--- config.mk ---
export PLATFORM = sky130hd
export DESIGN_NAME = ph_three_point_calibrated_converter_unit
export DESIGN_NICKNAME = d
export VERILOG_FILES = /design/src/rtl/phcc_pkg.sv /design/src/rtl/phcc_mul.sv /design/src/rtl/phcc_div.sv /design/src/rtl/ph_three_point_calibrated_converter_unit.sv
export SDC_FILE = /design/constraint.sdc
export NUM_CORES = 2
export LEC_CHECK = 0
export CAP_MARGIN = 20
export CORE_ASPECT_RATIO = 1.2
export CORE_UTILIZATION = 27
export DETAILED_ROUTE_END_ITERATION = 8
export DONT_BUFFER_PORTS = 1
export GPL_TIMING_DRIVEN = 0
export RECOVER_POWER = 25
export SKIP_LAST_GASP = 1
export SLEW_MARGIN = 20
export SYNTH_ARGS = -nofsm -noshare
export SYNTH_HDL_FRONTEND = slang
export SYNTH_SLANG_ARGS = --single-unit
--- constraint.sdc ---
create_clock -name clk_i -period 17.2 [get_ports clk_i]
set_input_delay 1.72 -clock clk_i [delete_from_list [all_inputs] [get_ports clk_i]]
set_output_delay 1.72 -clock clk_i [all_outputs]
set_load 0.005 [all_outputs]
--- src/rtl/phcc_pkg.sv ---
`timescale 1ns / 1ps
`default_nettype none

package phcc_pkg;

  // shared divider: dividend and divisor widths
  localparam int DIV_N = 28;
  localparam int DIV_M = 16;

  // shared multiplier: signed a, unsigned b, signed product
  localparam int MUL_A_W = 32;
  localparam int MUL_B_W = 16;
  localparam int MUL_P_W = 48;

  localparam int VOLT_W = 16;
  localparam int VREF_W = 13;
  localparam int SUM_W  = 22;
  localparam int CNT_W  = 6;
  localparam int PH_W   = 14;
  localparam int ACC_W  = 34;

  localparam logic [VREF_W-1:0] VREF_RESET = 13'd5000;

  // span of each segment in milli-pH, pre-shifted into Q16
  localparam logic [DIV_N-1:0] SPAN_LOW_Q16  = DIV_N'(2860 * 65536);
  localparam logic [DIV_N-1:0] SPAN_HIGH_Q16 = DIV_N'(2140 * 65536);

  localparam logic signed [MUL_A_W-1:0] PH_MID_MILLI = 32'sd6860;
  localparam logic signed [ACC_W-1:0]   PH_MAX_MILLI = 34'sd14000;

  typedef struct packed {
    logic             start;
    logic [DIV_N-1:0] dividend;
    logic [DIV_M-1:0] divisor;
  } div_req_t;

endpackage

`default_nettype wire

--- src/rtl/phcc_mul.sv ---
`timescale 1ns / 1ps
`default_nettype none

module phcc_mul (
  input  wire                                   clk_i,
  input  wire  logic signed [phcc_pkg::MUL_A_W-1:0] a_i,
  input  wire  logic        [phcc_pkg::MUL_B_W-1:0] b_i,
  output logic signed [phcc_pkg::MUL_P_W-1:0]   prod_o
);
  import phcc_pkg::*;

  logic signed [MUL_P_W-1:0] prod_d;
  logic signed [MUL_P_W-1:0] prod_q;

  // b is always a magnitude, so widen it as a non-negative signed value
  assign prod_d = a_i * $signed({1'b0, b_i});

  always_ff @(posedge clk_i) begin
    prod_q <= prod_d;
  end

  assign prod_o = prod_q;

endmodule

`default_nettype wire

--- src/rtl/phcc_div.sv ---
`timescale 1ns / 1ps
`default_nettype none

module phcc_div (
  input  wire                              clk_i,
  input  wire                              rst_ni,
  input  wire  phcc_pkg::div_req_t         req_i,
  output logic                             done_o,
  output logic [phcc_pkg::DIV_N-1:0]       quo_o
);
  import phcc_pkg::*;

  localparam int CW = $clog2(DIV_N);

  logic              busy_q, busy_d;
  logic              done_q, done_d;
  logic [CW-1:0]     cnt_q, cnt_d;
  logic [DIV_M-1:0]  rem_q, rem_d;
  logic [DIV_N-1:0]  quo_q, quo_d;
  logic [DIV_M-1:0]  dsr_q, dsr_d;
  logic [DIV_M:0]    rem_sh;
  logic [DIV_M+1:0]  diff;

  // restoring division, one quotient bit per cycle
  assign rem_sh = {rem_q, quo_q[DIV_N-1]};
  assign diff   = {1'b0, rem_sh} - {2'b00, dsr_q};

  always_comb begin
    busy_d = busy_q;
    done_d = 1'b0;
    cnt_d  = cnt_q;
    rem_d  = rem_q;
    quo_d  = quo_q;
    dsr_d  = dsr_q;
    if (req_i.start) begin
      quo_d  = req_i.dividend;
      rem_d  = '0;
      dsr_d  = req_i.divisor;
      cnt_d  = CW'(DIV_N - 1);
      busy_d = 1'b1;
    end else if (busy_q) begin
      if (!diff[DIV_M+1]) begin
        rem_d = diff[DIV_M-1:0];
        quo_d = {quo_q[DIV_N-2:0], 1'b1};
      end else begin
        rem_d = rem_sh[DIV_M-1:0];
        quo_d = {quo_q[DIV_N-2:0], 1'b0};
      end
      if (cnt_q == '0) begin
        busy_d = 1'b0;
        done_d = 1'b1;
      end else begin
        cnt_d = cnt_q - 1'b1;
      end
    end
  end

  always_ff @(posedge clk_i or negedge rst_ni) begin
    if (!rst_ni) begin
      busy_q <= 1'b0;
      done_q <= 1'b0;
      cnt_q  <= '0;
    end else begin
      busy_q <= busy_d;
      done_q <= done_d;
      cnt_q  <= cnt_d;
    end
  end

  always_ff @(posedge clk_i) begin
    rem_q <= rem_d;
    quo_q <= quo_d;
    dsr_q <= dsr_d;
  end

  assign done_o = done_q;
  assign quo_o  = quo_q;

endmodule

`default_nettype wire

--- src/rtl/ph_three_point_calibrated_converter_unit.sv ---
`timescale 1ns / 1ps
`default_nettype none

// Three-point pH converter. A calibration request carries a raw ADC code for
// buffer point 0 (pH 4), 1 (pH 6.86) or 2 (pH 9); codes are scaled by vref_mv
// and averaged over SAMPLES_PER_POINT requests, after which both line
// segments (slope in Q16 milli-pH per 0.1 mV, offset in milli-pH) are rebuilt.
// A convert request maps a voltage in 0.1 mV through the segment chosen
// against the pH 6.86 voltage and returns pH * 1000 clamped to 0..14000.
// One request is worked at a time on a shared multiplier and a shared
// 28-step serial divider. A convert request goes through the multiply, add
// and finish states (the add is skipped on an invalid segment); a calibration
// sample that does not finish a point goes through multiply, accumulate and
// finish; a sample that finishes a point adds up to three divider passes
// (average and two slopes) before the finish state. A calibration request
// for point selector 3 is ignored and answers zeros. The result sits in an
// output register, so the next request is taken while it waits. The user
// must write vref_mv through the cfg port only while the unit is idle; the
// unit itself does not enforce this.
module ph_three_point_calibrated_converter_unit #(
  parameter int ADC_BITS          = 12,
  parameter int SAMPLES_PER_POINT = 50
) (
  input  wire                                 clk_i,
  input  wire                                 rst_ni,
  input  wire                                 cfg_valid_i,
  output logic                                cfg_ready_o,
  input  wire  [phcc_pkg::VREF_W-1:0]         cfg_data_i,
  input  wire                                 in_valid_i,
  output logic                                in_ready_o,
  input  wire                                 action_i,
  input  wire  [1:0]                          cal_point_i,
  input  wire  [ADC_BITS-1:0]                 adc_code_i,
  input  wire  [phcc_pkg::VOLT_W-1:0]         voltage_tenth_mv_i,
  output logic                                out_valid_o,
  input  wire                                 out_ready_i,
  output logic [phcc_pkg::PH_W-1:0]           ph_milli_o,
  output logic                                segment_used_o,
  output logic                                cal_point_done_o,
  output logic                                divide_error_o
);
  import phcc_pkg::*;

  localparam logic [3:0] ST_IDLE    = 4'd0;
  localparam logic [3:0] ST_CAL_MUL = 4'd1;
  localparam logic [3:0] ST_CAL_ACC = 4'd2;
  localparam logic [3:0] ST_AVG_DIV = 4'd3;
  localparam logic [3:0] ST_SEG_BEG = 4'd4;
  localparam logic [3:0] ST_SEG_DIV = 4'd5;
  localparam logic [3:0] ST_SEG_MUL = 4'd6;
  localparam logic [3:0] ST_SEG_OFS = 4'd7;
  localparam logic [3:0] ST_CAL_END = 4'd8;
  localparam logic [3:0] ST_CV_MUL  = 4'd9;
  localparam logic [3:0] ST_CV_ADD  = 4'd10;
  localparam logic [3:0] ST_FIN     = 4'd11;

  localparam int P_W = ADC_BITS + VREF_W;
  localparam int X_W = P_W + 4;
  localparam logic [CNT_W-1:0] SPP_CNT = CNT_W'(SAMPLES_PER_POINT);
  localparam logic [DIV_M-1:0] SPP_DIV = DIV_M'(SAMPLES_PER_POINT);
  localparam logic [1:0]       PT_NONE = 2'd3;

  logic [3:0]                state_q, state_d;
  logic [VREF_W-1:0]         vref_q, vref_d;
  logic [SUM_W-1:0]          sum_q, sum_d;
  logic [CNT_W-1:0]          cnt_q, cnt_d;
  logic [VOLT_W-1:0]         point_v_q [3];
  logic [VOLT_W-1:0]         point_v_d [3];
  logic signed [MUL_A_W-1:0] slope_q [2];
  logic signed [MUL_A_W-1:0] slope_d [2];
  logic signed [MUL_A_W-1:0] ofs_q [2];
  logic signed [MUL_A_W-1:0] ofs_d [2];
  logic [1:0]                inv_q, inv_d;
  logic                      seg_q, seg_d;
  logic                      neg_q, neg_d;
  logic                      out_valid_q, out_valid_d;

  logic [1:0]                pt_q, pt_d;
  logic [ADC_BITS-1:0]       code_q, code_d;
  logic [VOLT_W-1:0]         volt_q, volt_d;
  logic [PH_W-1:0]           res_ph_q, res_ph_d;
  logic                      res_seg_q, res_seg_d;
  logic                      res_done_q, res_done_d;
  logic                      res_derr_q, res_derr_d;
  logic [PH_W-1:0]           out_ph_q, out_ph_d;
  logic                      out_seg_q, out_seg_d;
  logic                      out_done_q, out_done_d;
  logic                      out_derr_q, out_derr_d;

  logic signed [MUL_A_W-1:0] mul_a;
  logic [MUL_B_W-1:0]        mul_b;
  logic signed [MUL_P_W-1:0] prod;
  div_req_t                  div_req;
  logic                      div_done;
  logic [DIV_N-1:0]          div_quo;

  logic [P_W-1:0]            p_code;
  logic [X_W-1:0]            x10;
  logic [X_W-1:0]            x_sh;
  logic [VOLT_W-1:0]         sample;
  logic [SUM_W-1:0]          sum_new;
  logic [CNT_W-1:0]          cnt_new;
  logic                      cv_seg;
  logic [VOLT_W-1:0]         v_lo, v_hi;
  logic [VOLT_W:0]           d_seg;
  logic [VOLT_W:0]           d_neg;
  logic [DIV_M-1:0]          d_mag;
  logic signed [MUL_A_W-1:0] prod_hi;
  logic signed [ACC_W-1:0]   ph_sum;
  logic [MUL_A_W-1:0]        q_ext;

  phcc_mul u_mul (
    .clk_i  (clk_i),
    .a_i    (mul_a),
    .b_i    (mul_b),
    .prod_o (prod)
  );

  phcc_div u_div (
    .clk_i  (clk_i),
    .rst_ni (rst_ni),
    .req_i  (div_req),
    .done_o (div_done),
    .quo_o  (div_quo)
  );

  // sample scaling: code * vref * 10 >> ADC_BITS, saturated to 16 bits
  assign p_code  = prod[P_W-1:0];
  assign x10     = X_W'({p_code, 3'b000}) + X_W'({p_code, 1'b0});
  assign x_sh    = x10 >> ADC_BITS;
  assign sample  = (x_sh > X_W'(16'hFFFF)) ? 16'hFFFF : x_sh[VOLT_W-1:0];
  assign sum_new = sum_q + SUM_W'(sample);
  assign cnt_new = cnt_q + 1'b1;

  // above the pH 6.86 voltage means the low segment
  assign cv_seg = (volt_q > point_v_q[1]) ? 1'b0 : 1'b1;

  assign v_lo  = seg_q ? point_v_q[1] : point_v_q[0];
  assign v_hi  = seg_q ? point_v_q[2] : point_v_q[1];
  assign d_seg = {1'b0, v_hi} - {1'b0, v_lo};
  assign d_neg = '0 - d_seg;
  assign d_mag = d_seg[VOLT_W] ? d_neg[DIV_M-1:0] : d_seg[DIV_M-1:0];

  // floor of a Q16 product is the arithmetic shift
  assign prod_hi = prod[MUL_P_W-1:16];
  assign ph_sum  = ACC_W'(prod_hi) + ACC_W'(ofs_q[res_seg_q]);
  assign q_ext   = MUL_A_W'(div_quo);

  always_comb begin
    mul_a = slope_q[seg_q];
    mul_b = point_v_q[1];
    case (state_q)
      ST_CAL_MUL: begin
        mul_a = {{(MUL_A_W-ADC_BITS){1'b0}}, code_q};
        mul_b = MUL_B_W'(vref_q);
      end
      ST_CV_MUL: begin
        mul_a = slope_q[cv_seg];
        mul_b = volt_q;
      end
      default: begin
        mul_a = slope_q[seg_q];
        mul_b = point_v_q[1];
      end
    endcase
  end

  always_comb begin
    state_d     = state_q;
    vref_d      = vref_q;
    sum_d       = sum_q;
    cnt_d       = cnt_q;
    point_v_d   = point_v_q;
    slope_d     = slope_q;
    ofs_d       = ofs_q;
    inv_d       = inv_q;
    seg_d       = seg_q;
    neg_d       = neg_q;
    pt_d        = pt_q;
    code_d      = code_q;
    volt_d      = volt_q;
    res_ph_d    = res_ph_q;
    res_seg_d   = res_seg_q;
    res_done_d  = res_done_q;
    res_derr_d  = res_derr_q;
    out_ph_d    = out_ph_q;
    out_seg_d   = out_seg_q;
    out_done_d  = out_done_q;
    out_derr_d  = out_derr_q;
    out_valid_d = out_valid_q && !out_ready_i;
    div_req     = '{start: 1'b0, dividend: '0, divisor: SPP_DIV};

    if (cfg_valid_i) begin
      vref_d = cfg_data_i;
    end

    case (state_q)
      ST_IDLE: begin
        if (in_valid_i) begin
          pt_d       = cal_point_i;
          code_d     = adc_code_i;
          volt_d     = voltage_tenth_mv_i;
          res_ph_d   = '0;
          res_seg_d  = 1'b0;
          res_done_d = 1'b0;
          res_derr_d = 1'b0;
          if (action_i) begin
            state_d = ST_CV_MUL;
          end else if (cal_point_i != PT_NONE) begin
            state_d = ST_CAL_MUL;
          end else begin
            state_d = ST_FIN;
          end
        end
      end
      ST_CAL_MUL: begin
        state_d = ST_CAL_ACC;
      end
      ST_CAL_ACC: begin
        if (cnt_new >= SPP_CNT) begin
          sum_d   = '0;
          cnt_d   = '0;
          div_req = '{start: 1'b1, dividend: DIV_N'(sum_new), divisor: SPP_DIV};
          state_d = ST_AVG_DIV;
        end else begin
          sum_d   = sum_new;
          cnt_d   = cnt_new;
          state_d = ST_FIN;
        end
      end
      ST_AVG_DIV: begin
        if (div_done) begin
          point_v_d[pt_q] = div_quo[VOLT_W-1:0];
          seg_d           = 1'b0;
          state_d         = ST_SEG_BEG;
        end
      end
      ST_SEG_BEG: begin
        neg_d = d_seg[VOLT_W];
        if (d_seg == '0) begin
          slope_d[seg_q] = '0;
          ofs_d[seg_q]   = '0;
          inv_d[seg_q]   = 1'b1;
          seg_d          = 1'b1;
          state_d        = seg_q ? ST_CAL_END : ST_SEG_BEG;
        end else begin
          div_req = '{start: 1'b1,
                      dividend: seg_q ? SPAN_HIGH_Q16 : SPAN_LOW_Q16,
                      divisor: d_mag};
          state_d = ST_SEG_DIV;
        end
      end
      ST_SEG_DIV: begin
        if (div_done) begin
          slope_d[seg_q] = neg_q ? ('0 - $signed(q_ext)) : $signed(q_ext);
          state_d        = ST_SEG_MUL;
        end
      end
      ST_SEG_MUL: begin
        state_d = ST_SEG_OFS;
      end
      ST_SEG_OFS: begin
        ofs_d[seg_q] = PH_MID_MILLI - prod_hi;
        inv_d[seg_q] = 1'b0;
        seg_d        = 1'b1;
        state_d      = seg_q ? ST_CAL_END : ST_SEG_BEG;
      end
      ST_CAL_END: begin
        res_done_d = 1'b1;
        res_derr_d = inv_q[0] | inv_q[1];
        state_d    = ST_FIN;
      end
      ST_CV_MUL: begin
        res_seg_d = cv_seg;
        if (inv_q[cv_seg]) begin
          res_derr_d = 1'b1;
          state_d    = ST_FIN;
        end else begin
          state_d = ST_CV_ADD;
        end
      end
      ST_CV_ADD: begin
        if (ph_sum < 0) begin
          res_ph_d = '0;
        end else if (ph_sum > PH_MAX_MILLI) begin
          res_ph_d = PH_W'(PH_MAX_MILLI);
        end else begin
          res_ph_d = ph_sum[PH_W-1:0];
        end
        state_d = ST_FIN;
      end
      ST_FIN: begin
        // hand over once the output register is free
        if (!out_valid_q || out_ready_i) begin
          out_ph_d    = res_ph_q;
          out_seg_d   = res_seg_q;
          out_done_d  = res_done_q;
          out_derr_d  = res_derr_q;
          out_valid_d = 1'b1;
          state_d     = ST_IDLE;
        end
      end
      default: begin
        state_d = ST_IDLE;
      end
    endcase
  end

  always_ff @(posedge clk_i or negedge rst_ni) begin
    if (!rst_ni) begin
      state_q     <= ST_IDLE;
      vref_q      <= VREF_RESET;
      sum_q       <= '0;
      cnt_q       <= '0;
      point_v_q   <= '{default: '0};
      slope_q     <= '{default: '0};
      ofs_q       <= '{default: '0};
      inv_q       <= 2'b11;
      seg_q       <= 1'b0;
      out_valid_q <= 1'b0;
    end else begin
      state_q     <= state_d;
      vref_q      <= vref_d;
      sum_q       <= sum_d;
      cnt_q       <= cnt_d;
      point_v_q   <= point_v_d;
      slope_q     <= slope_d;
      ofs_q       <= ofs_d;
      inv_q       <= inv_d;
      seg_q       <= seg_d;
      out_valid_q <= out_valid_d;
    end
  end

  always_ff @(posedge clk_i) begin
    neg_q      <= neg_d;
    pt_q       <= pt_d;
    code_q     <= code_d;
    volt_q     <= volt_d;
    res_ph_q   <= res_ph_d;
    res_seg_q  <= res_seg_d;
    res_done_q <= res_done_d;
    res_derr_q <= res_derr_d;
    out_ph_q   <= out_ph_d;
    out_seg_q  <= out_seg_d;
    out_done_q <= out_done_d;
    out_derr_q <= out_derr_d;
  end

  assign cfg_ready_o      = 1'b1;
  assign in_ready_o       = (state_q == ST_IDLE);
  assign out_valid_o      = out_valid_q;
  assign ph_milli_o       = out_ph_q;
  assign segment_used_o   = out_seg_q;
  assign cal_point_done_o = out_done_q;
  assign divide_error_o   = out_derr_q;

endmodule

`default_nettype wire

==> results.sh <==
export IMPL_regArea_um2=10400
export IMPL_crit_arrival_ns=11.09
export IMPL_grt_start_max_net_pins=233
export IMPL_synth_warning_count=0
export IMPL_detail_route_wl_per_cell_um=19.7
export IMPL_cp_max_fo=10
export IMPL_timing_final_crit_share=0.614
export IMPL_slew_headroom=0.188
export IMPL_ys_seq_area_frac=0.250
export IMPL_cts_root_buf="clkbuf_16"
export IMPL_fin_ws_ns=6.64
export IMPL_rsz0062_at_grt="false"
export IMPL_r2r_cells=35
export IMPL_yosys_register_bits=405
export IMPL_hold_depth=0
export IMPL_slowest_delay_ns=0.99
export IMPL_multi_input_area_um2=27900
export IMPL_ant_nets=0
export IMPL_portBuffers=0
export IMPL_tns_ns=0
export IMPL_ir_drop_mv=0.0696
export IMPL_internal_power_w=0.00248
export IMPL_clkPwrFrac=0.215
export IMPL_worstMarginPinSlew_ns=1.21
export IMPL_finalClockSkew_ns=0.0380
export IMPL_synth_async_reset_ratio=0.573
export IMPL_drive_gt1_frac=0.0571
export IMPL_yosys_most_used_dff="dfrtp_1"
export IMPL_grt_pass1_wl_mm=204
export IMPL_power_density_nw_per_um2=102
export IMPL_clock_path_buffers=3
export IMPL_critPathBufInv=9
export IMPL_cts_hold_buf=0
export IMPL_min_path_type="reg -> reg"
export IMPL_clk_latency_ns=0.65
export IMPL_vias_per_cell=5.02
export IMPL_holdWs_ns=0.421
export IMPL_syn_num_nets=5317
export IMPL_io_pins=69
export IMPL_drv_slew=0
export IMPL_switching_share=0.471
export IMPL_path_class="reg -> reg"
export IMPL_seq_power_share=0.259
export IMPL_pre_cts_ws_ns=6.42
export IMPL_areaGrowthSynthToFinish_pct=10.2
export IMPL_hold_viol_final=0
export IMPL_postSynthCellCount=4541
export IMPL_grt_ovfl_total=0
export IMPL_placementRows=157
export IMPL_finalSetupViolCount=0
export IMPL_drtIter0Drc=2451
export IMPL_status="finished clean"
export IMPL_drt_met1_wl_mm=51.8
export IMPL_first_pass_iters=6
export IMPL_cts_tree="built"
export IMPL_drc=0
export IMPL_first_global_vias=34400
export IMPL_crit_required_ns=17.73
export IMPL_syn_cell_area_um2=41500
export IMPL_die_area_um2=155000
export IMPL_met2WireLength_mm=63.4
export IMPL_route_met3_wl_mm=7.12
export IMPL_critical_path_top_delay_family="compound AO/OA/AOI/OAI gates"
export IMPL_avgSynthCellArea_um2=9.15
export IMPL_power_frac_comb=0.526
export IMPL_p_leak_nw=20.9
export IMPL_synth_cell_types=88
export IMPL_fillers=15900
export IMPL_die_x_um=360
export IMPL_num_vias=33300
export IMPL_nNetsFinal=5383
export IMPL_place_hpwl_mm=105
export IMPL_cts_buffers=45
export IMPL_htree_levels=2
export IMPL_maxCapViolCount=0
export IMPL_synth_enable_flop_cells=109
export IMPL_end_kind="register"
export IMPL_place_congestion=0.967
export IMPL_start_kind="register"
export IMPL_p_sw_w=0.00221
export IMPL_clock_sink_count=405
export IMPL_cts_resized=0
export IMPL_antenna_found_initial=3
export IMPL_clkTransAtPathRegs_ns=0.06
export IMPL_cts_setup_buffers=0
export IMPL_fp_coreArea_um2=153000
export IMPL_die_y_um=432
export IMPL_critPathSlowestCell="a221oi_1"
export IMPL_track_usage=0.169
export IMPL_clock_fmax_ghz=0.0947
export IMPL_routed_wl_mm=131
export IMPL_crit_cells=35
export IMPL_period_minus_slack_ns=10.56
export IMPL_highest_layer="met4"
export IMPL_floorplan_initialDensity=0.272
==> metrics by stage <==
| stage | instances | util | power [W] | area (um2) |
|---|---|---|---|---|
| final | 6635 | 0.300 | 0.00469 | 45800 |
| after global placement | 6528 | 0.288 | 0.00361 | 44000 |
| after floorplan | 4541 | - | 0.00284 | 41500 |
| after detailed placement | 6542 | 0.290 | 0.00367 | 44200 |
| after CTS | 6626 | 0.300 | 0.00470 | 45700 |
| after global routing | 6633 | 0.300 | 0.00501 | 45800 |
==> path summary, 6_finish.rpt <==
kind,startpoint,to,slack (ns)
min in group asynchronous,rst_ni,vref_q[0]$_DFFE_PN0P_,0.79
worst min-delay path,res_done_q$_DFFE_PP_,cal_point_done_o$_DFFE_PP_,0.42
max in group asynchronous,rst_ni,ofs_q[59]$_DFFE_PN0P_,15.88
worst min register to register,res_done_q$_DFFE_PP_,cal_point_done_o$_DFFE_PP_,0.42
worst max-delay path,point_v_q[17]$_DFFE_PN0P_,u_mul.prod_o[45]$_DFF_P_,6.64
worst max register to register,point_v_q[17]$_DFFE_PN0P_,u_mul.prod_o[45]$_DFF_P_,6.64
==> registers in the layout (all words and copies together) (netlist names), 13 cells and up, named ones only <==
| register | count |
|---|---|
| sum_q | 22 |
| res_ph_q | 14 |
| u_div.quo_o | 28 |
| slope_q | 64 |
| u_div.dsr_q | 16 |
| point_v_q | 48 |
| ph_milli_o | 14 |
| vref_q | 13 |
| ofs_q | 64 |
| u_div.rem_q | 16 |
| u_mul.prod_o | 48 |
| volt_q | 16 |
==> cell usage after synthesis (all sizes together) (41+ instances only) <==
library cell / number / area [um2]
inv: 672 / 2520
nand2: 520 / 1950
fa: 488 / 9770
nor2: 436 / 1640
ha: 239 / 2990
dfrtp: 225 / 5630
clkbuf: 192 / 721
a21oi: 158 / 791
o21ai: 145 / 729
edfxtp: 109 / 3270
xnor2: 106 / 928
mux2: 95 / 1070
a21o: 79 / 593
o2bb2ai: 71 / 622
xor2: 71 / 622
nor3: 68 / 345
dfxtp: 64 / 1280
mux2i: 55 / 551
nand3: 55 / 275
a211oi: 44 / 330
a22o: 41 / 359
nand2b: 41 / 257
==> area by class of cell <==
class                           count  share of cell area
Inverter                          672              0.0551
Buffer                            218              0.0183
Sequential cell                   405               0.227
Multi-Input combinational cell   3246               0.609
Clock inverter                     21             0.00511
Clock buffer                       63              0.0277
Antenna cell                        4            0.000219
Timing Repair Buffer               19             0.00339
Tap cell                         1987              0.0543
==> routing by layer <==
metal | global-route usage | vias up
met5 | 0 | -
met4 | 0.0965 | 0
met3 | 0.0235 | 303
met2 | 0.291 | 1048
met1 | 0.203 | 16700
li1 | - | 15200
==> worst reg2reg max path, delay by kind of cell (launching register included) <==
kind | cells | cell delay, ns
AOI/OAI and AO/OA | 13 | 4.07
adders and majority gates | 8 | 3.82
buffers and inverters | 9 | 1.22
and+or+nand+nor | 4 | 0.75
DFF | 1 | 0.41
muxes | 1 | 0.16
==> cells by family after synthesis <==
family	count (synthesis)	share of synthesized area
AOI/OAI and AO/OA	855	0.143
and+or+nand+nor	1336	0.142
other	1	0.0000903
xor gates and xnor gates	177	0.0373
buffers and inverters	890	0.0809
adders and majority gates	727	0.307
DFF	405	0.250
muxes	150	0.0390
==> layout by cell type, fill, tap and decap left out, drive strengths merged, types with 12 or more instances in the layout <==
cell type  instances
a22o              41
ha               239
o2bb2ai           71
inv              676
nand2b            41
o211ai            21
o21ai            145
a21oi            158
nand3             55
nor3              68
or3               23
clkbuf           258
a221oi            16
dfrtp            225
or2               27
o21a              39
fa               488
nand2            520
and2              22
a31oi             17
dfxtp             64
mux2i             55
edfxtp           109
nand4             18
a221o             12
mux2              95
xor2              71
buf               41
o21bai            15
a22oi             28
a21o              79
o31ai             33
o22ai             33
xnor2            106
nor2             436
and3              32
nor2b             35
nor4              27
a211oi            44
==> power by group through the flow <==
stage | clock [W] | combinational [W] | sequential, W
after CTS | 0.00104 | 0.00245 | 0.00122
after global placement | 0 | 0.00238 | 0.00123
after floorplan | 0 | 0.00165 | 0.00119
final | 0.00101 | 0.00247 | 0.00122
after detailed placement | 0 | 0.00244 | 0.00123
after global routing | 0.00106 | 0.00272 | 0.00123
Note: power is estimated with default switching activity, not from simulation.
